**config.mk**
```make
export PLATFORM = sky130hd
export DESIGN_NAME = json_value_span_scanner
export DESIGN_NICKNAME = d
export VERILOG_FILES = /design/src/jvss_pkg.sv /design/src/json_value_span_scanner.sv
export SDC_FILE = /design/constraint.sdc
export NUM_CORES = 1
export LEC_CHECK = 0
export CAP_MARGIN = 10
export CELL_PAD_IN_SITES_DETAIL_PLACEMENT = 1
export CELL_PAD_IN_SITES_GLOBAL_PLACEMENT = 2
export CORE_MARGIN = 5
export CORE_UTILIZATION = 40
export CTS_CLUSTER_DIAMETER = 200
export DETAILED_ROUTE_END_ITERATION = 8
export DONT_BUFFER_PORTS = 1
export PLACE_DENSITY = 0.83
export SLEW_MARGIN = 5
export SYNTH_ARGS = -nofsm -noshare
export SYNTH_HDL_FRONTEND = slang
export SYNTH_SLANG_ARGS = --single-unit
```
**constraint.sdc**
```tcl
create_clock -name clk -period 4 [get_ports clk]
set_clock_uncertainty 0.1 [all_clocks]
set_input_delay 0.2 -clock clk [delete_from_list [all_inputs] [get_ports clk]]
set_output_delay 0.2 -clock clk [all_outputs]
set_load 0.1 [all_outputs]
```
**src/jvss_pkg.sv**
```systemverilog
// Package for the JSON value span scanner: scan phase type, result kind codes
// and the character codes that the scanner decodes. No dependencies.
`timescale 1ns / 1ps

package jvss_pkg;

    typedef enum logic [2:0] {
        PH_IDLE    = 3'd0,
        PH_SKIP    = 3'd1,
        PH_STRING  = 3'd2,
        PH_BRACKET = 3'd3,
        PH_SCALAR  = 3'd4
    } phase_t;

    localparam logic [1:0] KIND_STRING = 2'd0;
    localparam logic [1:0] KIND_OBJECT = 2'd1;
    localparam logic [1:0] KIND_ARRAY  = 2'd2;
    localparam logic [1:0] KIND_SCALAR = 2'd3;

    localparam logic [7:0] CH_NUL    = 8'h00;
    localparam logic [7:0] CH_TAB    = 8'h09;
    localparam logic [7:0] CH_LF     = 8'h0A;
    localparam logic [7:0] CH_CR     = 8'h0D;
    localparam logic [7:0] CH_SPACE  = 8'h20;
    localparam logic [7:0] CH_QUOTE  = 8'h22;
    localparam logic [7:0] CH_COMMA  = 8'h2C;
    localparam logic [7:0] CH_LBRACK = 8'h5B;
    localparam logic [7:0] CH_BSLASH = 8'h5C;
    localparam logic [7:0] CH_RBRACK = 8'h5D;
    localparam logic [7:0] CH_LBRACE = 8'h7B;
    localparam logic [7:0] CH_RBRACE = 8'h7D;

endpackage

```
**src/json_value_span_scanner.sv**
```systemverilog
// JSON value span scanner, top level: input register, scan state machine and
// result register with stream handshakes. Depends on jvss_pkg.
`timescale 1ns / 1ps

// Usage
// - Slave stream carries one text byte per transaction (tdata) and the
//   start flag (tuser). A transaction with tuser=1 clears the scan state and
//   begins a new value scan with that byte. A zero byte ends the text.
// - Master stream returns exactly one result transaction per input byte:
//   tuser holds done, error and value kind; tdata holds the span length.
//   Before a start, bytes are ignored and report all zeros; after done or
//   error the scanner stays idle until the next start.
// - Registering: a byte is held in the input register, then its result in the
//   result register, which drives the master side (two register stages).
// - Throughput: one byte per cycle while the master side is ready. All per-byte
//   work (space test, quote and escape tracking, depth and length counters) is
//   one combinational pass between the input register and the result register.
// - Stalls: when the master side is not ready, the result register holds;
//   the input register still takes one more byte, then tready drops until
//   the result is taken. Nothing is lost or repeated.
// - Reset (rst_n low, asynchronous): both registers empty, scanner idle,
//   counters and flags cleared.
// - The internal length counter is LENGTH_BITS wide and saturates at its
// maximum with an error; the reported length saturates at 65535. An opening
// bracket of the value's own kind at the maximum depth (2^DEPTH_BITS-1) is an error.
module json_value_span_scanner #(
    parameter int LENGTH_BITS = 16,
    parameter int DEPTH_BITS  = 8
) (
    input  logic        clk,
    input  logic        rst_n,
    input  logic        s_axis_tvalid,
    output logic        s_axis_tready,
    input  logic [7:0]  s_axis_tdata,   // [7:0] text_byte
    input  logic        s_axis_tuser,   // [0] start_req
    output logic        m_axis_tvalid,
    input  logic        m_axis_tready,
    output logic [15:0] m_axis_tdata,   // [15:0] span_length
    output logic [3:0]  m_axis_tuser    // [0] done_res, [1] error, [3:2] value_kind
);

    import jvss_pkg::*;

    localparam int EXT_W = LENGTH_BITS + 16;

    // Input register
    logic       in_valid_reg;
    logic       in_start_reg;
    logic [7:0] in_byte_reg;

    // Scan state
    phase_t                 phase_reg,    phase_next;
    logic                   quotes_reg,   quotes_next;
    logic                   escape_reg,   escape_next;
    logic                   is_array_reg, is_array_next;
    logic [DEPTH_BITS-1:0]  depth_reg,    depth_next;
    logic [LENGTH_BITS-1:0] count_reg,    count_next;

    // Result register
    logic        out_valid_reg;
    logic        out_done_reg;
    logic        out_error_reg;
    logic [1:0]  out_kind_reg;
    logic [15:0] out_len_reg;

    // State as seen by the byte in the input register (start clears it)
    phase_t                 cur_phase;
    logic                   cur_quotes;
    logic                   cur_escape;
    logic                   cur_is_array;
    logic [DEPTH_BITS-1:0]  cur_depth;
    logic [LENGTH_BITS-1:0] cur_count;

    logic       advance;
    logic       b_space;
    logic       b_nul;
    logic       b_closer;
    logic       count_full;
    logic [7:0] open_ch;
    logic [7:0] close_ch;
    logic       ev_done;
    logic       ev_err;
    logic [1:0] res_kind;
    logic [15:0] res_len;
    logic [EXT_W-1:0] count_ext;

    // Pipeline handshake: process the held byte when the result slot frees
    assign advance       = in_valid_reg && (!out_valid_reg || m_axis_tready);
    assign s_axis_tready = !in_valid_reg || advance;

    assign cur_phase    = in_start_reg ? PH_SKIP : phase_reg;
    assign cur_quotes   = in_start_reg ? 1'b0 : quotes_reg;
    assign cur_escape   = in_start_reg ? 1'b0 : escape_reg;
    assign cur_is_array = in_start_reg ? 1'b0 : is_array_reg;
    assign cur_depth    = in_start_reg ? '0 : depth_reg;
    assign cur_count    = in_start_reg ? '0 : count_reg;

    assign b_nul      = (in_byte_reg == CH_NUL);
    assign b_space    = (in_byte_reg == CH_SPACE) || (in_byte_reg == CH_TAB) ||
                        (in_byte_reg == CH_LF) || (in_byte_reg == CH_CR);
    assign b_closer   = (in_byte_reg == CH_COMMA) || (in_byte_reg == CH_RBRACE) ||
                        (in_byte_reg == CH_RBRACK);
    assign count_full = (cur_count == {LENGTH_BITS{1'b1}});
    assign open_ch    = cur_is_array ? CH_LBRACK : CH_LBRACE;
    assign close_ch   = cur_is_array ? CH_RBRACK : CH_RBRACE;

    // Next state and end-of-scan events
    always_comb
    begin
        phase_next    = cur_phase;
        quotes_next   = cur_quotes;
        escape_next   = cur_escape;
        is_array_next = cur_is_array;
        depth_next    = cur_depth;
        count_next    = cur_count;
        ev_done       = 1'b0;
        ev_err        = 1'b0;
        unique case (cur_phase)
            PH_SKIP:
            begin
                if (b_space)
                begin
                    phase_next = PH_SKIP;
                end
                else if (b_nul || b_closer)
                begin
                    ev_err     = 1'b1;
                    phase_next = PH_IDLE;
                end
                else
                begin
                    count_next = LENGTH_BITS'(1);
                    if (in_byte_reg == CH_QUOTE)
                    begin
                        phase_next = PH_STRING;
                    end
                    else if (in_byte_reg == CH_LBRACE || in_byte_reg == CH_LBRACK)
                    begin
                        is_array_next = (in_byte_reg == CH_LBRACK);
                        depth_next    = DEPTH_BITS'(1);
                        phase_next    = PH_BRACKET;
                    end
                    else
                    begin
                        phase_next = PH_SCALAR;
                    end
                end
            end
            PH_STRING:
            begin
                if (b_nul || count_full)
                begin
                    ev_err     = 1'b1;
                    phase_next = PH_IDLE;
                end
                else
                begin
                    count_next = cur_count + LENGTH_BITS'(1);
                    priority if (cur_escape)
                        escape_next = 1'b0;
                    else if (in_byte_reg == CH_BSLASH)
                        escape_next = 1'b1;
                    else if (in_byte_reg == CH_QUOTE)
                    begin
                        ev_done    = 1'b1;
                        phase_next = PH_IDLE;
                    end
                    else
                        escape_next = cur_escape;
                end
            end
            PH_BRACKET:
            begin
                if (b_nul || count_full)
                begin
                    ev_err     = 1'b1;
                    phase_next = PH_IDLE;
                end
                else
                begin
                    count_next = cur_count + LENGTH_BITS'(1);
                    priority if (cur_quotes)
                    begin
                        priority if (cur_escape)
                            escape_next = 1'b0;
                        else if (in_byte_reg == CH_BSLASH)
                            escape_next = 1'b1;
                        else if (in_byte_reg == CH_QUOTE)
                            quotes_next = 1'b0;
                        else
                            quotes_next = cur_quotes;
                    end
                    else if (in_byte_reg == CH_QUOTE)
                        quotes_next = 1'b1;
                    else if (in_byte_reg == open_ch)
                    begin
                        if (cur_depth == {DEPTH_BITS{1'b1}})
                        begin
                            ev_err     = 1'b1;
                            phase_next = PH_IDLE;
                        end
                        else
                            depth_next = cur_depth + DEPTH_BITS'(1);
                    end
                    else if (in_byte_reg == close_ch)
                    begin
                        depth_next = cur_depth - DEPTH_BITS'(1);
                        if (cur_depth == DEPTH_BITS'(1))
                        begin
                            ev_done    = 1'b1;
                            phase_next = PH_IDLE;
                        end
                    end
                    else
                        depth_next = cur_depth;
                end
            end
            PH_SCALAR:
            begin
                if (b_nul || b_closer || b_space)
                begin
                    ev_done    = 1'b1;
                    phase_next = PH_IDLE;
                end
                else if (count_full)
                begin
                    ev_err     = 1'b1;
                    phase_next = PH_IDLE;
                end
                else
                    count_next = cur_count + LENGTH_BITS'(1);
            end
            default:
            begin
                phase_next = PH_IDLE;
            end
        endcase
    end

    // Result fields
    assign count_ext = {16'd0, count_next};

    always_comb
    begin
        res_kind = KIND_STRING;
        if (ev_done || ev_err || phase_next != PH_IDLE)
        begin
            unique case (cur_phase)
                PH_SKIP:
                begin
                    if (b_closer)
                        res_kind = KIND_SCALAR;
                    else if (b_space || b_nul || in_byte_reg == CH_QUOTE)
                        res_kind = KIND_STRING;
                    else if (in_byte_reg == CH_LBRACE)
                        res_kind = KIND_OBJECT;
                    else if (in_byte_reg == CH_LBRACK)
                        res_kind = KIND_ARRAY;
                    else
                        res_kind = KIND_SCALAR;
                end
                PH_STRING:  res_kind = KIND_STRING;
                PH_BRACKET: res_kind = cur_is_array ? KIND_ARRAY : KIND_OBJECT;
                PH_SCALAR:  res_kind = KIND_SCALAR;
                default:    res_kind = KIND_STRING;
            endcase
            if (count_ext > EXT_W'(16'hFFFF))
                res_len = 16'hFFFF;
            else
                res_len = count_ext[15:0];
        end
        else
            res_len = 16'd0;
    end

    // Control registers
    always_ff @(posedge clk or negedge rst_n)
    begin
        if (!rst_n)
        begin
            in_valid_reg  <= 1'b0;
            out_valid_reg <= 1'b0;
            phase_reg     <= PH_IDLE;
            quotes_reg    <= 1'b0;
            escape_reg    <= 1'b0;
            is_array_reg  <= 1'b0;
            depth_reg     <= '0;
            count_reg     <= '0;
        end
        else
        begin
            if (s_axis_tready)
                in_valid_reg <= s_axis_tvalid;
            if (advance)
                out_valid_reg <= 1'b1;
            else if (m_axis_tready)
                out_valid_reg <= 1'b0;
            if (advance)
            begin
                phase_reg    <= phase_next;
                quotes_reg   <= quotes_next;
                escape_reg   <= escape_next;
                is_array_reg <= is_array_next;
                depth_reg    <= depth_next;
                count_reg    <= count_next;
            end
        end
    end

    // Payload registers
    always_ff @(posedge clk)
    begin
        if (s_axis_tready && s_axis_tvalid)
        begin
            in_start_reg <= s_axis_tuser;
            in_byte_reg  <= s_axis_tdata;
        end
        if (advance)
        begin
            out_done_reg  <= ev_done;
            out_error_reg <= ev_err;
            out_kind_reg  <= res_kind;
            out_len_reg   <= res_len;
        end
    end

    assign m_axis_tvalid = out_valid_reg;
    assign m_axis_tdata  = out_len_reg;
    assign m_axis_tuser  = {out_kind_reg, out_error_reg, out_done_reg};

endmodule
```
==> After elaboration in Yosys (flattened, before gate mapping) <==
Index checks and enable logic that the tools add are counted.
{ "totals": {"reg_bits": 61, "input_bits": 13, "elab_cells": 153} }
{ "classes": {"add_sub_neg": 3, "n_lt_le_gt_ge": 1, "eq_ne": 20, "mux": 92, "n_reduce_logical": 23} }
{ "op_table": {"columns": ["op", "n"], "rows": [
  ["$mux W16", 7],
  ["$mux W8", 11],
  ["$mux W3", 18],
  ["$pmux W16 S3", 1],
  ["$mux W1", 43],
  ["$eq A8 B7 Y1 const B", 5],
  ["$eq A8 B4 Y1 const B", 3],
  ["$eq A8 B6 Y1 const B", 3],
  ["$add A16 B1 Y16 const B", 1],
  ["$eq A16 B16 Y1 const B", 1],
  ["$eq A8 B7 Y1", 2],
  ["$gt A16 B16 Y1 const B", 1],
  ["$pmux W8 S2", 1],
  ["$logic_or A1 B1 Y1", 15],
  ["$mux W6", 2],
  ["$pmux W3 S4", 1],
  ["$add A8 B1 Y8 const B", 1],
  ["$eq A8 B1 Y1 const B", 1],
  ["$eq A8 B8 Y1 const B", 1],
  ["$logic_not A8 Y1", 1],
  ["$mux W2", 4],
  ["$sub A8 B1 Y8 const B", 1],
  ["$eq A3 B2 Y1 const B", 2],
  ["$pmux W2 S3", 1],
  ["10 further kinds", 12]
]} }

==> Longest topological paths before layout <==
Gate-level depths: netlist of the first run.
{ "depth": {"ltp_word": 11, "ltp_mapped": 13, "ltp_nobuf": 9} }

==> Worst setup path after synthesis of the first run <==
No wires, ideal clock.
{ "synth_timing": {"path_kind": "flip-flop to flip-flop", "startpoint": "reg in_start_reg", "endpoint": "reg out_len_reg[4], in the netlist m_axis_tdata[4] (data pin)", "setup_time_ns": 0.147, "t_arrival_ns": 2.860, "t_required_ns": 3.753, "slack_ns": 0.893, "stages_incl_launch_ff": 13, "n_path_buf": 3, "path_cell_list": "edfxtp_1 -> buf_2 -> clkbuf_1 -> clkbuf_1 -> nor2b_1 -> ha_1 -> nand4b_4 -> nor4_2 -> nand3_1 -> a21boi_4 -> nor2_2 -> o211ai_1 -> a21oi_1"} }
{ "synth_between": {"elab_chain_cells": 11, "elab_cells_between_ends": 63, "cone_classes": "add/sub (1); order compare (1); eq/ne (9); mux (47); reduce/logical (5)"} }
{ "synth_lines": {"columns": ["item", "line_no", "text"], "rows": [
  ["from (decl)", "json_value_span_scanner.sv:48", "logic in_start_reg;"],
  ["from (signal assigned)", "json_value_span_scanner.sv:315", "in_start_reg <= s_axis_tuser;"],
  ["branches (longest 11 deep; another with $add A16 B1 Y16)", null, null],
  ["to (signal assigned)", "json_value_span_scanner.sv:323", "out_len_reg <= res_len;"],
  ["to (decl)", "json_value_span_scanner.sv:64", "logic [15:0] out_len_reg;"]
]} }
Several ways; the timed one is not identified.
A chain may end at the register's enable or synchronous reset.

==> Worst setup path after layout of the first run <==
{ "layout_timing": {"startpoint": "reg in_start_reg", "endpoint": "reg count_reg[15]"} }
{ "layout_between": {"elab_chain_cells": 5, "elab_cells_between_ends": 16, "cone_classes": "add/sub (1); eq/ne (5); mux (8); reduce/logical (2)"} }
{ "layout_lines": {"columns": ["item", "line_no", "text"], "rows": [
  ["$mux W16", "json_value_span_scanner.sv:96", "assign cur_count = in_start_reg ? '0 : count_reg;"],
  ["$add A16 B1 Y16 or $eq A16 B16 Y1 (tied branches)", null, null],
  ["$mux W16 or $logic_or A1 B1 Y1 (tied branches)", "json_value_span_scanner.sv:225, json_value_span_scanner.sv:151, json_value_span_scanner.sv:174", null],
  ["$mux W16 (on tied branches)", "json_value_span_scanner.sv:220, json_value_span_scanner.sv:151, json_value_span_scanner.sv:174", null],
  ["$pmux W16 S3 *", "json_value_span_scanner.sv:118", "unique case (cur_phase)"],
  ["to (signal assigned)", "json_value_span_scanner.sv:305", "count_reg <= count_next;"],
  ["to (decl)", "json_value_span_scanner.sv:57", "logic [LENGTH_BITS-1:0] count_reg, count_next;"]
]} }
Every way passes the cells marked *; elsewhere a longest branch is shown, timed or not.

==> key figures, run 1 <==
Synthesis
  • Post-synth cell types: 79
  • YS warnings: 0
  • Post-synth EDFFs: 29
  • Post-synthesis cell area: around 4200 µm²
  • Sequential share of the synthesized area: 39.5%
  • #FFs+latches synth: 61
  • Mapped Cells: 479
  • Post-synth ARST share: between 50% and 60%
  • Ys flop type: dfrtp_1
  • Syn_nets: 496
  • Post-synthesis average cell area: 8.84 µm²

Routing
  • Initial drt markers: 204
  • 1st-pass router iterations: 4
  • DRT antenna net count: 0
  • Post-route DRC: 0
  • Metal2 WL: approximately 6.3 mm
  • Wl on met1: 5.85 mm
  • Vias per cell: 6.10
  • Via Count: 3840
  • Total Wirelength: 12.8 mm
  • Routed WL per cell: 20.4 µm
  • Met3 wire length: 437 µm
  • Uppermost layer routed: met4

Power and ir drop
  • Max VDD drop: 0.169 mV
  • Leakage: 1.66 nW
  • Pwr dens: around 380 nW/µm²
  • Pwr Total: 1.79 mW

Final layout
  • Multi-input logic area: around 2400 µm²
  • # diodes: 0
  • FF/Latch Area: 1670 µm²
  • Area Growth Syn to Fin: 10.6%
  • Share of cells above drive strength 1: between 9 and 10%
  • # fillers: 1200
  • Layout Nets: 506

Timing
  • Fmax: just over 0.3 GHz
  • RSZ-0062 raised after global routing: no
  • Slew @ Worst Pin: about 0.90 ns
  • Hold Vio Cnt, Final: 0
  • Slack of the critical path: ~0.76 ns
  • Setup-failing EPs final: 0
  • Setup TNS Final: 0 ns
  • Max Slew Vio Count: 0
  • Crit share post-route: 81.1%
  • Min Tclk post-route: 3.24 ns
  • Hold WS: 0.199 ns
  • Slew HR: 39.9%

Floorplanning
  • Std-Cell Rows: 37
  • Die area: 12700 µm²
  • Die X-Extent: 113 µm
  • Initial Util: between 40% and 50%
  • Core box area: 10300 µm²
  • Boundary Pins: 35
  • Die height: between 100 and 150 µm

Global route
  • Vias in the first global route: 3950
  • Congestion Overflow GR: 0
  • First-pass GRT wire length: 20.9 mm
  • Pin count of the biggest net entering global routing: 33
  • GRT Total Usage: 20.4%
  • Initial antenna violation count: 0

Worst setup path
  • Critical Path Fanout Max: 15
  • Critical path required time: 4.15 ns
  • Crit path launch type: flop
  • Setup crit end kind: flop
  • Crit path arrival time: 3.40 ns
  • Critical path class: flop to flop

Place
  • Detail Placement HPWL: 9.01 mm
  • Pre-CTS setup slack: 0.793 ns
  • # port buffers: 0
  • GPL Wtd Cong: 0.858

Clock network
  • Worst skew pair latency: 0.35 ns
  • Cts repair resizes: 0
  • Clk buf depth: 2
  • H-tree depth: 3
  • Root cell of the clock tree: clkbuf_8
  • Clock transition at the registers of the reported paths: 0.07 ns
  • TritonCTS clock tree: built
  • # clock sinks: 61
  • Num CTS Buffers: 9

Outcome
  • Outcome: complete, no violations

Hold path
  • Worst Hold Class: input pin to asynchronous set/reset pin

Flow run
  • MaxCap Viol Count: 0
metal layers:
layer,global-route usage [%],vias up
li1,-,1840
met1,25.8,1902
met2,35.4,78
met3,3.64,20
met4,6.57,0
met5,0,-
synth_stat cells, drive strengths merged (6+ instances only):
cell type | number | area (µm²)
nand2 | 53 | 206
nor2 | 46 | 180
dfrtp | 32 | 801
a21oi | 30 | 150
edfxtp | 29 | 871
o21ai | 29 | 145
nand3 | 25 | 125
nor3 | 21 | 115
clkbuf | 14 | 52.6
nor2b | 14 | 87.6
nand2b | 12 | 82.6
o31ai | 12 | 109
buf | 11 | 76.3
o22ai | 11 | 68.8
a31oi | 8 | 50.1
and2 | 8 | 52.6
inv | 8 | 30.0
xnor2 | 8 | 70.1
o211ai | 7 | 52.6
and3 | 6 | 37.5
nand3b | 6 | 45.0
nor4 | 6 | 65.1
where the power goes:
group          internal, mW  switching [mW]  total (mW)
clock                 0.284           0.260       0.544
combinational         0.126           0.231       0.356
sequential            0.713           0.176       0.889
metrics by stage:
stage                     instances  instance area [µm²]  utilization [%]
after floorplan                 479                 4230                -
after global placement          601                 4360             42.2
after detailed placement        601                 4360             42.2
after CTS                       630                 4680             45.3
after global routing            630                 4680             45.3
final                           630                 4680             45.3
worst max-delay path, cell delays in order (launching register included):
cell      delay, ns
edfxtp_1       0.46
nor2b_1        0.29
ha_1           0.32
nand4b_4       0.18
nor4_2         0.37
nand3_1        0.25
a21boi_4       0.28
o31ai_2        0.61
o21ai_1        0.18
o31ai_1        0.10
cell families after synthesis:
family,Yosys count,synth area share [%]
buffers and inverters,34,3.84
muxes,3,0.709
adders and majority gates,4,1.18
xor gates and xnor gates,10,2.07
DFF,61,39.5
and+or+nand+nor,226,30.0
AOI/OAI and AO/OA,141,22.7
layout by cell type (no fill, tap or decap), types with 9 or more instances in the layout:
master,count
a21oi_1,30
buf_4,11
clkbuf_8,9
dfrtp_1,32
dlygate4sd3_1,12
edfxtp_1,29
nand2_1,52
nand2b_1,11
nand3_1,25
nor2_1,43
nor2b_1,14
nor3_1,19
o21ai_0,19
o21ai_1,10
o22ai_1,11
o31ai_1,10
cell type report:
| class | instances | area share (%) |
|---|---|---|
| multi-input combinational | 384 | 51.3 |
| clock inverter | 5 | 1.10 |
| sequential | 61 | 35.7 |
| tap | 136 | 3.64 |
| timing repair buffer | 24 | 4.76 |
| clock buffer | 11 | 2.81 |
| inverter | 9 | 0.722 |
repair_timing:
item | in CTS | in global routing
hold buffers | 13 | 0
setup buffers | 0 | 0
setup endpoints to repair | 0 | 0
endpoints found under the hold margin | 43 | 0
worst paths after layout:
path | to | slack (ns) | depth (start not counted) | startpoint
worst max-delay path | count_reg[15]$_DFFE_PN0P_ | 0.76 | 9 | in_start_reg$_DFFE_PP_
worst min-delay path | count_reg[5]$_DFFE_PN0P_ | 0.20 | 2 | rst_n
worst max register to register | count_reg[15]$_DFFE_PN0P_ | 0.76 | 9 | in_start_reg$_DFFE_PP_
worst min register to register | count_reg[14]$_DFFE_PN0P_ | 0.41 | 1 | count_reg[14]$_DFFE_PN0P_
max in group asynchronous | in_valid_reg$_DFFE_PN0N_ | 3.40 | 2 | rst_n
min in group clk | in_byte_reg[7]$_DFFE_PP_ | 0.27 | 1 | s_axis_tvalid
(Power assumes the default switching activity.)
==> run 2, diff against run 1 <==
Clock period 4 ns to 3.2 ns, I/O delays scaled along.
==> key figures, run 2 (synthesized netlist as in run 1, its figures left out) <==
Outcome
  • Outcome: complete, no violations

Timing
  • Fmax: 0.345 GHz
  • RSZ-0062 raised after global routing: no
  • Setup TNS Final: 0 ns
  • Hold WS: ~0.19 ns
  • Slack of the critical path: 0.299 ns
  • Min Tclk post-route: about 2.9 ns
  • Slew @ Worst Pin: 0.937 ns
  • Hold Vio Cnt, Final: 0
  • Setup-failing EPs final: 0
  • Crit share post-route: 90.6%
  • Slew HR: ~38%
  • Max Slew Vio Count: 0

Final layout
  • Layout Nets: 518
  • Final Cell Area: 4770 µm²
  • Commonest non-fill, non-tap cells in the layout: 52 x nand2_1, 43 x nor2_1, 32 x dfrtp_1, 30 x a21oi_1, 29 x edfxtp_1
  • # diodes: 0
  • Share of cells above drive strength 1: 11.1%
  • # fillers: approximately 1200
  • Most common cell after layout, fill and taps aside: nand2_1
  • Area Growth Syn to Fin: 12.6%

Global route
  • GRT Total Usage: a little over a fifth
  • Congestion Overflow GR: 0
  • Pin count of the biggest net entering global routing: 33
  • Vias in the first global route: just over 4000
  • Initial antenna violation count: 0
  • First-pass GRT wire length: 22.0 mm

Routing
  • Routed WL per cell: 20.8 µm
  • 1st-pass router iterations: 4
  • Vias per cell: 6.05
  • Total Wirelength: about 13 mm
  • Post-route DRC: 0
  • Initial drt markers: around 180
  • DRT antenna net count: 0
  • Via Count: 3886

Flow run
  • MaxCap Viol Count: 0

Place
  • GPL Wtd Cong: around 0.83
  • Detail Placement HPWL: just under 10 mm
  • Pre-CTS setup slack: approximately 0.26 ns
  • Placed cell area: 4450 µm²
  • # port buffers: 0

Clock network
  • # clock sinks: 61
  • Clock transition at the registers of the reported paths: about 0.07 ns
  • Num CTS Buffers: 9
  • TritonCTS clock tree: built
  • H-tree depth: 3
  • Cts repair resizes: 0
  • Clk buf depth: 2
  • Worst skew pair latency: 0.35 ns
  • Root cell of the clock tree: clkbuf_8

Worst setup path
  • Crit path arrival time: 2.89 ns
  • Setup crit end kind: flop
  • Critical path required time: 3.19 ns
  • Crit path launch type: flop
  • Critical Path Fanout Max: 15
  • Critical path class: flop to flop

Floorplanning
  • Boundary Pins: 35
  • Core box area: 10300 µm²
  • Die height: 113 µm
  • Initial Util: approximately two fifths
  • Std-Cell Rows: 37
  • Die area: ~13000 µm²
  • Die X-Extent: 113 µm

Power and ir drop
  • Max VDD drop: 0.263 mV
  • Leakage: 1.72 nW
  • Pwr Total: about 2.3 mW
  • Pwr dens: between 400 and 500 nW/µm²

Hold path
  • Worst Hold Class: input pin to asynchronous set/reset pin
[run 2: stage by stage]
stage,std cells,utilization (%)
after detailed placement,613,43.1
after global placement,613,43.1
after CTS,642,46.2
after floorplan,479,-
final,642,46.2
after global routing,642,46.2
[run 2: worst paths after layout]
| path | from | endpoint | slack, ns | cells past startpoint |
|---|---|---|---|---|
| setup / recovery | in_byte_reg[0]$_DFFE_PP_ | m_axis_tdata[5]$_SDFFCE_PN0P_ | 0.30 | 8 |
| hold / removal | rst_n | count_reg[6]$_DFFE_PN0P_ | 0.19 | 2 |
| setup reg to reg | in_byte_reg[0]$_DFFE_PP_ | m_axis_tdata[5]$_SDFFCE_PN0P_ | 0.30 | 8 |
| hold reg to reg | count_reg[14]$_DFFE_PN0P_ | count_reg[14]$_DFFE_PN0P_ | 0.42 | 1 |
| max in group asynchronous | rst_n | depth_reg[1]$_DFFE_PN0P_ | 2.62 | 2 |
| min in group clk | s_axis_tvalid | in_start_reg$_DFFE_PP_ | 0.23 | 1 |
[run 2: layout make-up]
type | instances | area, µm² | share of cell area, %
multi-input combinational | 384 | 2400 | 50.3
sequential | 61 | 1670 | 35.1
timing repair buffer | 36 | 313 | 6.56
tap | 136 | 170 | 3.57
clock buffer | 13 | 139 | 2.91
clock inverter | 3 | 40.0 | 0.840
inverter | 9 | 33.8 | 0.709
[run 2: what timing repair did]
action | 4_1_cts | 5_1_grt
hold endpoints to repair | 43 | 0
hold buffers | 13 | 0
buffers inserted | 0 | 0
[run 2: worst max-delay path: stages (launching register included)]
cell and delay (ns):
edfxtp_1 0.56, nor3b_1 0.23, nor4_2 0.38, o211ai_1 0.27, a21boi_4 0.50, nor2_2 0.13, buf_4 0.19, a21oi_1 0.16
a31oi_1 0.10
[run 2: power by group]
group / leakage, nW / internal, mW / total [mW] / switching, mW
combinational: 0.919 / 0.172 / 0.475 / 0.303
sequential: 0.712 / 0.892 / 1.11 / 0.218
clock: 0.0914 / 0.359 / 0.678 / 0.319
[run 2: metal layers]
metal / up-vias / global-route usage [%] / share of wire, %
li1: 1858 / - / -
met4: 0 / 6.01 / 1.1
met1: 1932 / 25.9 / 42
met5: - / 0 / 0
met3: 15 / 3.21 / 4.0
met2: 81 / 40.1 / 52
